===== src/rtl/core/srf_pkg.sv =====
// Shared types, constants and slot helper for the scheduled rotation feeder sequencer.
package srf_pkg;

  localparam int SLOT_W    = 19;
  localparam int HOUR_W    = 5;
  localparam int MIN_W     = 6;
  localparam int ROT_W     = 8;
  localparam int WAIT_W    = 11;
  localparam int SPEED_W   = 6;
  localparam int FEEDS_W   = 8;
  localparam int TOTAL_W   = 16;
  localparam int CFG_IDX_W = 3;
  localparam int NUM_SLOT_REGS = 3;

  // Register indexes on the configuration port.
  localparam logic [CFG_IDX_W-1:0] REG_ENABLE = 3'd0;
  localparam logic [CFG_IDX_W-1:0] REG_SLOT0  = 3'd1;
  localparam logic [CFG_IDX_W-1:0] REG_SLOT1  = 3'd2;
  localparam logic [CFG_IDX_W-1:0] REG_SLOT2  = 3'd3;
  localparam logic [CFG_IDX_W-1:0] REG_WAIT   = 3'd4;
  localparam logic [CFG_IDX_W-1:0] REG_SPEED  = 3'd5;

  localparam logic [SLOT_W-1:0]  SLOT_RESET  = 19'd2047;
  localparam logic [WAIT_W-1:0]  WAIT_RESET  = 11'd1500;
  localparam logic [SPEED_W-1:0] SPEED_RESET = 6'h3e;
  localparam logic [HOUR_W-1:0]  HOUR_MAX    = 5'd23;
  localparam logic [MIN_W-1:0]   MIN_MAX     = 6'd59;
  localparam logic [FEEDS_W-1:0] FEEDS_SAT   = '1;
  localparam logic [TOTAL_W-1:0] TOTAL_SAT   = '1;

  typedef enum logic [1:0] {
    PH_IDLE,
    PH_LEAVE,
    PH_RETURN
  } phase_t;

  typedef struct packed {
    logic              func;
    logic [HOUR_W-1:0] hour_now;
    logic [MIN_W-1:0]  minute_now;
    logic              switch_level;
  } in_t;

  typedef struct packed {
    logic [SPEED_W-1:0] motor_drive;
    logic               feed_done;
    logic [ROT_W-1:0]   rotations_done;
    logic [FEEDS_W-1:0] feeds_count;
    logic [TOTAL_W-1:0] rotations_count;
  } out_t;

  typedef struct packed {
    phase_t             phase;
    logic [WAIT_W-1:0]  wait_ticks;
    logic [ROT_W-1:0]   rotations_target;
    logic [ROT_W-1:0]   rotations_started;
    logic [FEEDS_W-1:0] feeds_total;
    logic [TOTAL_W-1:0] rotations_total;
  } seq_state_t;

  typedef struct packed {
    logic               schedule_enable;
    logic [WAIT_W-1:0]  wait_limit;
    logic [SPEED_W-1:0] motor_speed;
  } seq_cfg_t;

  // A slot is due when its time is set, its rotation count is nonzero and the
  // wall clock has reached its time.
  function automatic logic slot_ready(input logic [SLOT_W-1:0] word,
                                      input logic [HOUR_W-1:0] hh,
                                      input logic [MIN_W-1:0]  mm);
    logic [HOUR_W-1:0] h;
    logic [MIN_W-1:0]  m;
    logic [ROT_W-1:0]  r;
    h = word[HOUR_W-1:0];
    m = word[HOUR_W+MIN_W-1:HOUR_W];
    r = word[SLOT_W-1:HOUR_W+MIN_W];
    if (h > HOUR_MAX || m > MIN_MAX || r == '0) begin
      return 1'b0;
    end
    return (hh > h) || ((hh >= h) && (mm >= m));
  endfunction

endpackage


===== src/rtl/core/srf_step.sv =====
// Per-tick next-state and result logic of the feeder sequencer.
module srf_step import srf_pkg::*; #(
  parameter int SLOT_COUNT = 3
) (
  input  seq_cfg_t          cfg,
  input  logic [SLOT_W-1:0] slots [NUM_SLOT_REGS],
  input  seq_state_t        cur,
  input  in_t               item,
  output seq_state_t        nxt,
  output out_t              res
);

  localparam int NREG = (SLOT_COUNT < NUM_SLOT_REGS) ? SLOT_COUNT : NUM_SLOT_REGS;

  logic [SLOT_W-1:0] words [SLOT_COUNT];

  genvar g;
  generate
    for (g = 0; g < NREG; g++) begin : g_reg_slot
      assign words[g] = slots[g];
    end
    for (g = NREG; g < SLOT_COUNT; g++) begin : g_unset_slot
      assign words[g] = SLOT_RESET;
    end
  endgenerate

  logic             start_hit;
  logic [ROT_W-1:0] start_rot;
  logic             tick;
  logic             active;
  logic             waiting;
  logic             timeout;
  logic             to_return;
  logic             finish_ok;
  logic             next_rot;
  logic             done;
  logic [ROT_W-1:0] success;
  logic             start;
  logic [TOTAL_W:0] rot_sum;
  phase_t           phase_nxt;

  // Scan from slot feeds_total upward; the lowest due slot wins.
  always_comb begin
    start_hit = 1'b0;
    start_rot = '0;
    for (int i = SLOT_COUNT - 1; i >= 0; i--) begin
      if ((FEEDS_W'(i) >= cur.feeds_total) &&
          slot_ready(words[i], item.hour_now, item.minute_now)) begin
        start_hit = 1'b1;
        start_rot = words[i][SLOT_W-1:HOUR_W+MIN_W];
      end
    end
  end

  always_comb begin
    tick      = !item.func;
    active    = tick && (cur.phase == PH_LEAVE || cur.phase == PH_RETURN);
    start     = tick && (cur.phase == PH_IDLE) && cfg.schedule_enable && start_hit;
    waiting   = active && (item.switch_level == (cur.phase == PH_RETURN));
    timeout   = waiting && (cur.wait_ticks >= cfg.wait_limit);
    to_return = active && !waiting && (cur.phase == PH_LEAVE);
    finish_ok = active && !waiting && (cur.phase == PH_RETURN) &&
                (cur.rotations_started >= cur.rotations_target);
    next_rot  = active && !waiting && (cur.phase == PH_RETURN) && !finish_ok;
    done      = timeout || finish_ok;
    success   = finish_ok ? cur.rotations_started : '0;
  end

  // Next phase.
  always_comb begin
    phase_nxt = cur.phase;
    unique case (cur.phase)
      PH_IDLE: begin
        if (start) begin
          phase_nxt = PH_LEAVE;
        end
      end
      PH_LEAVE: begin
        if (timeout) begin
          phase_nxt = PH_IDLE;
        end else if (to_return) begin
          phase_nxt = PH_RETURN;
        end
      end
      PH_RETURN: begin
        if (done) begin
          phase_nxt = PH_IDLE;
        end else if (next_rot) begin
          phase_nxt = PH_LEAVE;
        end
      end
      default: phase_nxt = PH_IDLE;
    endcase
  end

  // Counters and the result item.
  always_comb begin
    nxt.phase             = phase_nxt;
    nxt.wait_ticks        = cur.wait_ticks;
    nxt.rotations_target  = cur.rotations_target;
    nxt.rotations_started = cur.rotations_started;
    nxt.feeds_total       = cur.feeds_total;
    nxt.rotations_total   = cur.rotations_total;
    rot_sum = {1'b0, cur.rotations_total} + {{(TOTAL_W+1-ROT_W){1'b0}}, success};

    if (item.func) begin
      nxt.feeds_total     = '0;
      nxt.rotations_total = '0;
    end else if (start) begin
      nxt.rotations_target  = start_rot;
      nxt.rotations_started = ROT_W'(1);
      nxt.wait_ticks        = '0;
    end else if (done) begin
      nxt.wait_ticks = '0;
      if (cur.feeds_total != FEEDS_SAT) begin
        nxt.feeds_total = cur.feeds_total + FEEDS_W'(1);
      end
      nxt.rotations_total = rot_sum[TOTAL_W] ? TOTAL_SAT : rot_sum[TOTAL_W-1:0];
    end else if (waiting) begin
      nxt.wait_ticks = cur.wait_ticks + WAIT_W'(1);
    end else if (to_return) begin
      nxt.wait_ticks = '0;
    end else if (next_rot) begin
      nxt.rotations_started = cur.rotations_started + ROT_W'(1);
      nxt.wait_ticks        = '0;
    end

    res.motor_drive     = (phase_nxt != PH_IDLE) ? cfg.motor_speed : '0;
    res.feed_done       = done;
    res.rotations_done  = success;
    res.feeds_count     = nxt.feeds_total;
    res.rotations_count = nxt.rotations_total;
  end

endmodule


===== src/rtl/core/scheduled_rotation_feeder_sequencer.sv =====
// Top level of the scheduled rotation feeder sequencer: ports, registers and pipeline control.
//
//   Channel   Direction  Handshake              Payload
//   in_       input      in_valid / in_ready    in_data   (in_t: func, hour, minute, switch)
//   out_      output     out_valid / out_ready  out_data  (out_t: drive, done, counts)
//   cfg_      input      cfg_valid / cfg_ready  cfg_index (3 bits), cfg_data (19 bits)
//
// A transaction on in_ is captured in an input register, evaluated against the sequencer
// state once the output register is free or being drained, and its result is loaded
// into the output register; one transaction is taken every cycle while out_ready is high.
// This rate is set by the sequencer state, which is updated as each transaction is
// evaluated. When out_ready is low the output register holds its transaction and the
// input register still takes one more, so in_ready drops only once both are full.
// rst_n is synchronous and active low; it clears the state and both valid flags and
// loads the configuration registers with their reset values. cfg_ready is always high.
module scheduled_rotation_feeder_sequencer import srf_pkg::*; #(
  parameter int SLOT_COUNT = 3
) (
  input  logic                 clk,
  input  logic                 rst_n,
  input  logic                 in_valid,
  output logic                 in_ready,
  input  in_t                  in_data,
  output logic                 out_valid,
  input  logic                 out_ready,
  output out_t                 out_data,
  input  logic                 cfg_valid,
  output logic                 cfg_ready,
  input  logic [CFG_IDX_W-1:0] cfg_index,
  input  logic [SLOT_W-1:0]    cfg_data
);

  // Configuration registers.
  seq_cfg_t          cfg_r;
  logic [SLOT_W-1:0] slot_r [NUM_SLOT_REGS];

  // Sequencer state.
  seq_state_t state_r;
  seq_state_t state_nxt;

  // Input register and output register.
  logic in_valid_r;
  in_t  in_data_r;
  logic out_valid_r;
  out_t out_data_r;
  out_t result;

  logic advance;
  logic cfg_we;

  // The stored transaction moves on when the output register is free or drains now.
  assign advance   = in_valid_r && (!out_valid_r || out_ready);
  assign in_ready  = !in_valid_r || advance;
  assign out_valid = out_valid_r;
  assign out_data  = out_data_r;
  assign cfg_ready = 1'b1;
  assign cfg_we    = cfg_valid && cfg_ready;

  srf_step #(
    .SLOT_COUNT(SLOT_COUNT)
  ) u_step (
    .cfg  (cfg_r),
    .slots(slot_r),
    .cur  (state_r),
    .item (in_data_r),
    .nxt  (state_nxt),
    .res  (result)
  );

  // Register writes; indexes beyond the list are ignored.
  always_ff @(posedge clk) begin
    if (!rst_n) begin
      cfg_r.schedule_enable <= 1'b0;
      cfg_r.wait_limit      <= WAIT_RESET;
      cfg_r.motor_speed     <= SPEED_RESET;
      for (int i = 0; i < NUM_SLOT_REGS; i++) begin
        slot_r[i] <= SLOT_RESET;
      end
    end else if (cfg_we) begin
      unique case (cfg_index)
        REG_ENABLE: cfg_r.schedule_enable <= cfg_data[0];
        REG_SLOT0:  slot_r[0]             <= cfg_data;
        REG_SLOT1:  slot_r[1]             <= cfg_data;
        REG_SLOT2:  slot_r[2]             <= cfg_data;
        REG_WAIT:   cfg_r.wait_limit      <= cfg_data[WAIT_W-1:0];
        REG_SPEED:  cfg_r.motor_speed     <= cfg_data[SPEED_W-1:0];
        default: ;
      endcase
    end
  end

  // The state advances exactly once per transaction, when it is evaluated.
  always_ff @(posedge clk) begin
    if (!rst_n) begin
      state_r.phase             <= PH_IDLE;
      state_r.wait_ticks        <= '0;
      state_r.rotations_target  <= '0;
      state_r.rotations_started <= '0;
      state_r.feeds_total       <= '0;
      state_r.rotations_total   <= '0;
    end else if (advance) begin
      state_r <= state_nxt;
    end
  end

  always_ff @(posedge clk) begin
    if (!rst_n) begin
      in_valid_r  <= 1'b0;
      out_valid_r <= 1'b0;
    end else begin
      if (in_valid && in_ready) begin
        in_valid_r <= 1'b1;
      end else if (advance) begin
        in_valid_r <= 1'b0;
      end
      if (advance) begin
        out_valid_r <= 1'b1;
      end else if (out_ready) begin
        out_valid_r <= 1'b0;
      end
    end
  end

  always_ff @(posedge clk) begin
    if (in_valid && in_ready) begin
      in_data_r <= in_data;
    end
    if (advance) begin
      out_data_r <= result;
    end
  end

endmodule


===== config.mk =====
export PLATFORM = sky130hd
export DESIGN_NAME = scheduled_rotation_feeder_sequencer
export DESIGN_NICKNAME = d
export VERILOG_FILES = /design/src/rtl/core/srf_pkg.sv /design/src/rtl/core/srf_step.sv /design/src/rtl/core/scheduled_rotation_feeder_sequencer.sv
export SDC_FILE = /design/constraint.sdc
export NUM_CORES = 1
export LEC_CHECK = 0
export BUFFER_PORTS_ARGS = -buffer_cell sky130_fd_sc_hd__buf_2
export CORE_MARGIN = 4
export CORE_UTILIZATION = 60
export CTS_BUF_LIST = sky130_fd_sc_hd__clkbuf_8 sky130_fd_sc_hd__clkbuf_16
export CTS_CLUSTER_SIZE = 40
export DETAILED_ROUTE_END_ITERATION = 16
export GPL_TIMING_DRIVEN = 1
export PLACE_DENSITY = 0.9
export SLEW_MARGIN = 30
export SYNTH_ARGS = -nofsm -noshare
export SYNTH_HDL_FRONTEND = slang
export SYNTH_SLANG_ARGS = --single-unit

===== constraint.sdc =====
create_clock -name clk -period 4.2 [get_ports clk]
set_input_delay 0.21 -clock clk [delete_from_list [all_inputs] [get_ports clk]]
set_output_delay 0.21 -clock clk [all_outputs]
set_load 0.1 [all_outputs]

== After elaboration in Yosys (flattened, before gate mapping) ==
Cells that the tools add are included.

* Flip-flop bits (word level): 182
* Latch bits: 0
* RAM bits: 0
* ROM bits: 0
* Input port bits: 40
* Output and inout port bits: 42
* Logic and storage cells: 157
* Memories: 0

* Add/sub/neg operators: 4
* Multipliers: 0
* Divide/modulo/power cells: 0
* Order comparisons: 20
* Eq/ne operators: 12
* Shift-type cells: 0
* Multiplexer cells: 41
* Bitwise logic cells: 1
* Reductions and logical operators: 56

{| class="wikitable"
|+ Operators with widths
! kind !! number
|-
| 8-bit 2-to-1 mux || 10
|-
| 24-bit 2-to-1 mux || 3
|-
| 11-bit 2-to-1 mux || 5
|-
| 8-bit zero test || 3
|-
| 1-bit logical AND || 19
|-
| 6-bit greater-or-equal comparator || 3
|-
| 6-bit greater-than comparator (second input constant) || 3
|-
| 16-bit by 8-bit adder with 17-bit output || 1
|-
| 8-bit by 1-bit adder with 8-bit output (second input constant) || 2
|-
| 1-bit by 8-bit greater-or-equal comparator with 1-bit output (first input constant) || 2
|-
| 1-bit 2-to-1 mux || 16
|-
| 16-bit 2-to-1 mux || 1
|-
| 5-bit greater-or-equal comparator || 3
|-
| 5-bit greater-than comparator || 3
|-
| 5-bit greater-than comparator (second input constant) || 3
|-
| 1-bit logical OR || 13
|-
| 2-bit AND reduction || 6
|-
| 11-bit by 1-bit adder with 11-bit output (second input constant) || 1
|-
| 11-bit greater-or-equal comparator || 1
|-
| 2-bit 2-to-1 mux || 5
|-
| 2-bit by 8-bit greater-or-equal comparator with 1-bit output (first input constant) || 1
|-
| 8-bit greater-or-equal comparator || 1
|-
| 8-bit inequality test (second input constant) || 1
|-
| 2-bit nonzero test || 4
|-
| other kinds (15) || 24
|}

== Logic depth before layout (Yosys ltp) ==
* Depth after elaboration: 15
* Mapped depth: 18
* Gate-level depth less buffers: 17

== Hierarchy ==
A second synthesis with hierarchy kept.

* Cell total of the unflattened synthesis: 1,140
* Area total of the unflattened synthesis: 10,490.1 µm²

{| class="wikitable"
|+ By module, submodules not included
! module !! instances !! cells each !! area each (µm²) !! seq. area each (µm²)
|-
| scheduled_rotation_feeder_sequencer || 1 || 608 || 6,631.4 || 4,164.0
|-
| srf_step || 1 || 532 || 3,858.7 || 0.0
|}

== Worst setup path after synthesis ==
No wires, ideal clock.

* Kind: register to register
* Start: reg state_r[30] in the netlist's numbering
* End: reg out_data_r (netlist bit out_data[9]), data pin
* Setup time: 0.256 ns
* Data arrival time: 3.495 ns
* Required time: 3.944 ns
* Setup slack: 0.449 ns
* Stages on the path, launching flop included: 17
* Path buffers: 1
* Period minus slack after synthesis: 3.751 ns
* Cell sequence: dfxtp_1 ha_1 a21o_1 a221o_1 a31oi_1 nor2_1 and2_1 fa_1 nand2_1 a21oi_1 o2111a_1 and2_1 and3_1 buf_2 a21oi_1 nand3_1 o211a_1

{| class="wikitable"
|+ RTL lines
! what !! RTL line !! source
|-
| start, declared || scheduled_rotation_feeder_sequencer.sv:38 || <nowiki>seq_state_t state_r;</nowiki>
|-
| start signal, assigned || scheduled_rotation_feeder_sequencer.sv:102 || <nowiki>state_r <= state_nxt;</nowiki>
|-
| end signal, assigned || scheduled_rotation_feeder_sequencer.sv:129 || <nowiki>out_data_r <= result;</nowiki>
|-
| end, declared || scheduled_rotation_feeder_sequencer.sv:45 || <nowiki>out_t out_data_r;</nowiki>
|}

==> results.md <==
* GRT Residual Overflow at 0
* MaxCap Viol Count at 0
* Commonest cells in the netlist: nand2_1, dfxtp_1, a21oi_1, nor2_1, ha_1
* TritonCTS buffer count at 17
* R2r startpoint: state_r[39]$_SDFFE_PN0P_
* Asr flop ratio synth at 0
* Relative slew margins at 0.513
* Highest clock rate at 248 MHz
* Netlist cell types at 72
* Leakage Power at 4.37 nW
* Fin crit share at 0.962
* Worst Path Required at 4.39 ns
* Seq/Total Area, Yosys at 0.444
* Worst-Margin Slew at 0.726 ns
* Setup TNS at 0 ns
* Max FO, Critical Path at 10
* CTS Root Cell: clkbuf_16
* Top-area cell type share of the netlist area at 0.277
* Mapped Cells at 1032
* Worst setup path endpoint: out_data[13]$_DFFE_PP_
* Slew Limit Fails at 0
* First-pass detailed-route iteration total at 6
* Critical path type: flip-flop to flip-flop
* Tightest Hold Check Type: input port to flip-flop
* Largest cells by area after synthesis: dfxtp_1, edfxtp_1, ha_1, nand2_1, a21oi_1
* Routability congestion estimate at 0.927
* DRC at 0
* Tot GR Track Use at 0.266
* Antenna violations before repair at 0
* Number of synthesized flops with an enable pin at 52
* Setup crit start: state_r[39]$_SDFFE_PN0P_
* VDD IR max at 0.370 mV
* Post-synth top flop: dfxtp_1
* Setup crit start kind: flip-flop
* Ant diodes at 0
* Final WL at 23400 µm
* Die H at 133 µm
* Die ar. at 17700 µm²
* Register-to-Register Path Depth at 16
* Largest net degree at the start of global routing at 59
* Final Setup Violations at 0
* DP Wirelength at 16000 µm
* CTS tree: yes
* R2R Setup Slk at 0.16 ns
* Initial DRC count at 870
* Core footprint at 15300 µm²
* Power density cells at 358 nW/µm²
* CTS H-Tree Depth at 4
* Worst R2R End: out_data[13]$_DFFE_PP_
* Mapped cell area at 9390 µm²
* Layout Skew at 0.0106 ns
* Routed length per placed instance at 17.6 µm
* Critical path data arrival time at 4.23 ns
* First-pass GRT wire length at 38500 µm
* Period minus WS final at 4.04 ns
* Routed Antenna Nets at 0
* Layout cell share with drive strength beyond 1 at 0.142
* Synthesis-stage register bit count at 182
* Tot Pwr at 3.83 mW
* Final Non-Filler Cells at 1332
* Syn-to-layout area delta at 14.1%
* Most numerous cell in the Yosys netlist: nand2_1
* IO Pins at 82
* Synth warn at 0
* Vias per cell at 6.16
* Post-layout util at 0.702
* Vias in the first global route at 7979
* Initial Util at 0.615
* CTS sink count at 182
* Status: completed
* Leading area contributor after synthesis: dfxtp_1
* Syn_area_per_cell at 9.10 µm²
* Clk pin slew, worst setup/hold paths at 0.07 ns
* Vias at 8211
* WHS at 0.0331 ns
* Max clock buf depth at 2
* Port bufs at 80
* Post-Syn Nets at 1142
* Dpl cells at 1285
* Fin. Hold Viols at 0
* Critical Path End Type: flip-flop
* FP Rows at 45
* Nets at 1218
* Die W at 133 µm
* Clk Latency, worst-skew pair at 0.44 ns
## state kept, by name (all words and copies together) (netlist names)
register and count:
slot_r 57, state_r 53, out_data 39, cfg_r 18, in_data_r 13, in_valid_r 1, out_valid 1
## cell type report
| type | instances | area (µm²) |
|---|---|---|
| Clock buffer | 18 | 450 |
| Clock inverter | 14 | 133 |
| Fill cell | 1080 | 4550 |
| Inverter | 61 | 234 |
| Multi-Input combinational cell | 738 | 4820 |
| Sequential cell | 182 | 4170 |
| Tap cell | 211 | 264 |
| Timing Repair Buffer | 108 | 646 |
## stage by stage
| stage | setup slack [ns] | area (µm²) |
|---|---|---|
| 2_1_floorplan | 0.449 | 9390 |
| 3_3_place_gp | 0.182 | 9920 |
| 3_5_place_dp | 0.0396 | 9930 |
| 4_1_cts | 0.0321 | 10700 |
| 5_1_grt | -0.0120 | 10700 |
| 6_report | 0.160 | 10700 |
## cell usage in the layout (no fill, tap or decap), types with 10 or more instances in the layout
master / Yosys / layout
nand3_1: 40 / 39
ha_1: 69 / 69
xnor2_1: 16 / 16
mux2i_1: 19 / 19
nand2_1: 145 / 145
o211ai_1: 41 / 41
buf_4: 3 / 14
edfxtp_1: 52 / 52
nor2_1: 76 / 75
nand2b_1: 12 / 12
nor4_1: 10 / 10
a211oi_1: 29 / 29
nand4_1: 14 / 14
clkbuf_16: 0 / 18
a31oi_1: 15 / 13
and3_1: 16 / 14
o21ai_0: 23 / 22
a21oi_1: 82 / 80
o21ai_1: 11 / 12
and2_1: 15 / 13
buf_2: 9 / 80
dlygate4sd3_1: 0 / 14
inv_1: 58 / 59
dfxtp_1: 130 / 129
nor2b_1: 11 / 11
## cell families (layout without fill, tap and decap cells)
group / after synthesis / after routing / synth area share
other: 1 / 1 / 0.000400
buffers and inverters: 112 / 201 / 0.0493
flip-flops: 182 / 182 / 0.444
AO/OA/AOI/OAI: 248 / 248 / 0.177
adder cells (fa/ha/maj): 70 / 70 / 0.0941
multiplexers: 19 / 19 / 0.0203
XOR/XNOR: 24 / 24 / 0.0224
AND/OR/NAND/NOR: 376 / 376 / 0.193
## how the worst min path moves through the flow
stage,start,end,slack (ns),depth (start not counted)
2_1_floorplan,in_data[0],in_data_r[0]$_DFFE_PP_,0.31,0
3_3_place_gp,in_data[11],in_data_r[11]$_DFFE_PP_,0.39,1
3_5_place_dp,in_data[1],in_data_r[1]$_DFFE_PP_,0.39,1
4_1_cts,cfg_data[14],slot_r[14]$_SDFFE_PN0P_,0.02,3
5_1_grt,cfg_data[18],slot_r[37]$_SDFFE_PN0P_,0.04,3
6_report,cfg_data[14],slot_r[14]$_SDFFE_PN0P_,0.03,3
## critical path, stage by stage (launching register included)
cell and delay, ns:
dfxtp_1 0.34, inv_1 0.05, ha_1 0.29, and3_1 0.22, a221o_1 0.36, a31oi_4 0.24
nor2_4 0.07, and2_1 0.21, fa_1 0.42, nand2_1 0.15, a21oi_2 0.10, o2111a_1 0.29
and2_2 0.25, and3_2 0.31, nand2_1 0.13, a21oi_1 0.07, o221a_2 0.27
## power breakdown
group / total [mW] / internal, mW / leakage, nW / switching (mW)
clock: 1.59 / 0.906 / 0.300 / 0.686
sequential: 1.87 / 1.85 / 1.54 / 0.0232
combinational: 0.366 / 0.0900 / 2.53 / 0.276
total: 3.83 / 2.84 / 4.37 / 0.985
## layer usage
layer,GRT usage,part of all wire,vias to the layer above
li1,-,-,3863
met1,0.332,0.41,3832
met4,0.130,0.040,0
met2,0.438,0.47,425
met3,0.0589,0.081,91
met5,0,0,-
## timing repair
| item | CTS | global route |
|---|---|---|
| setup endpoints to repair | 0 | 28 |
| buffers inserted | 0 | 1 |
| endpoints found under the hold margin | 14 | 0 |
| gates resized for setup | 0 | 13 |
| hold buffers | 14 | 0 |
Power figures use the tool's default switching activity.
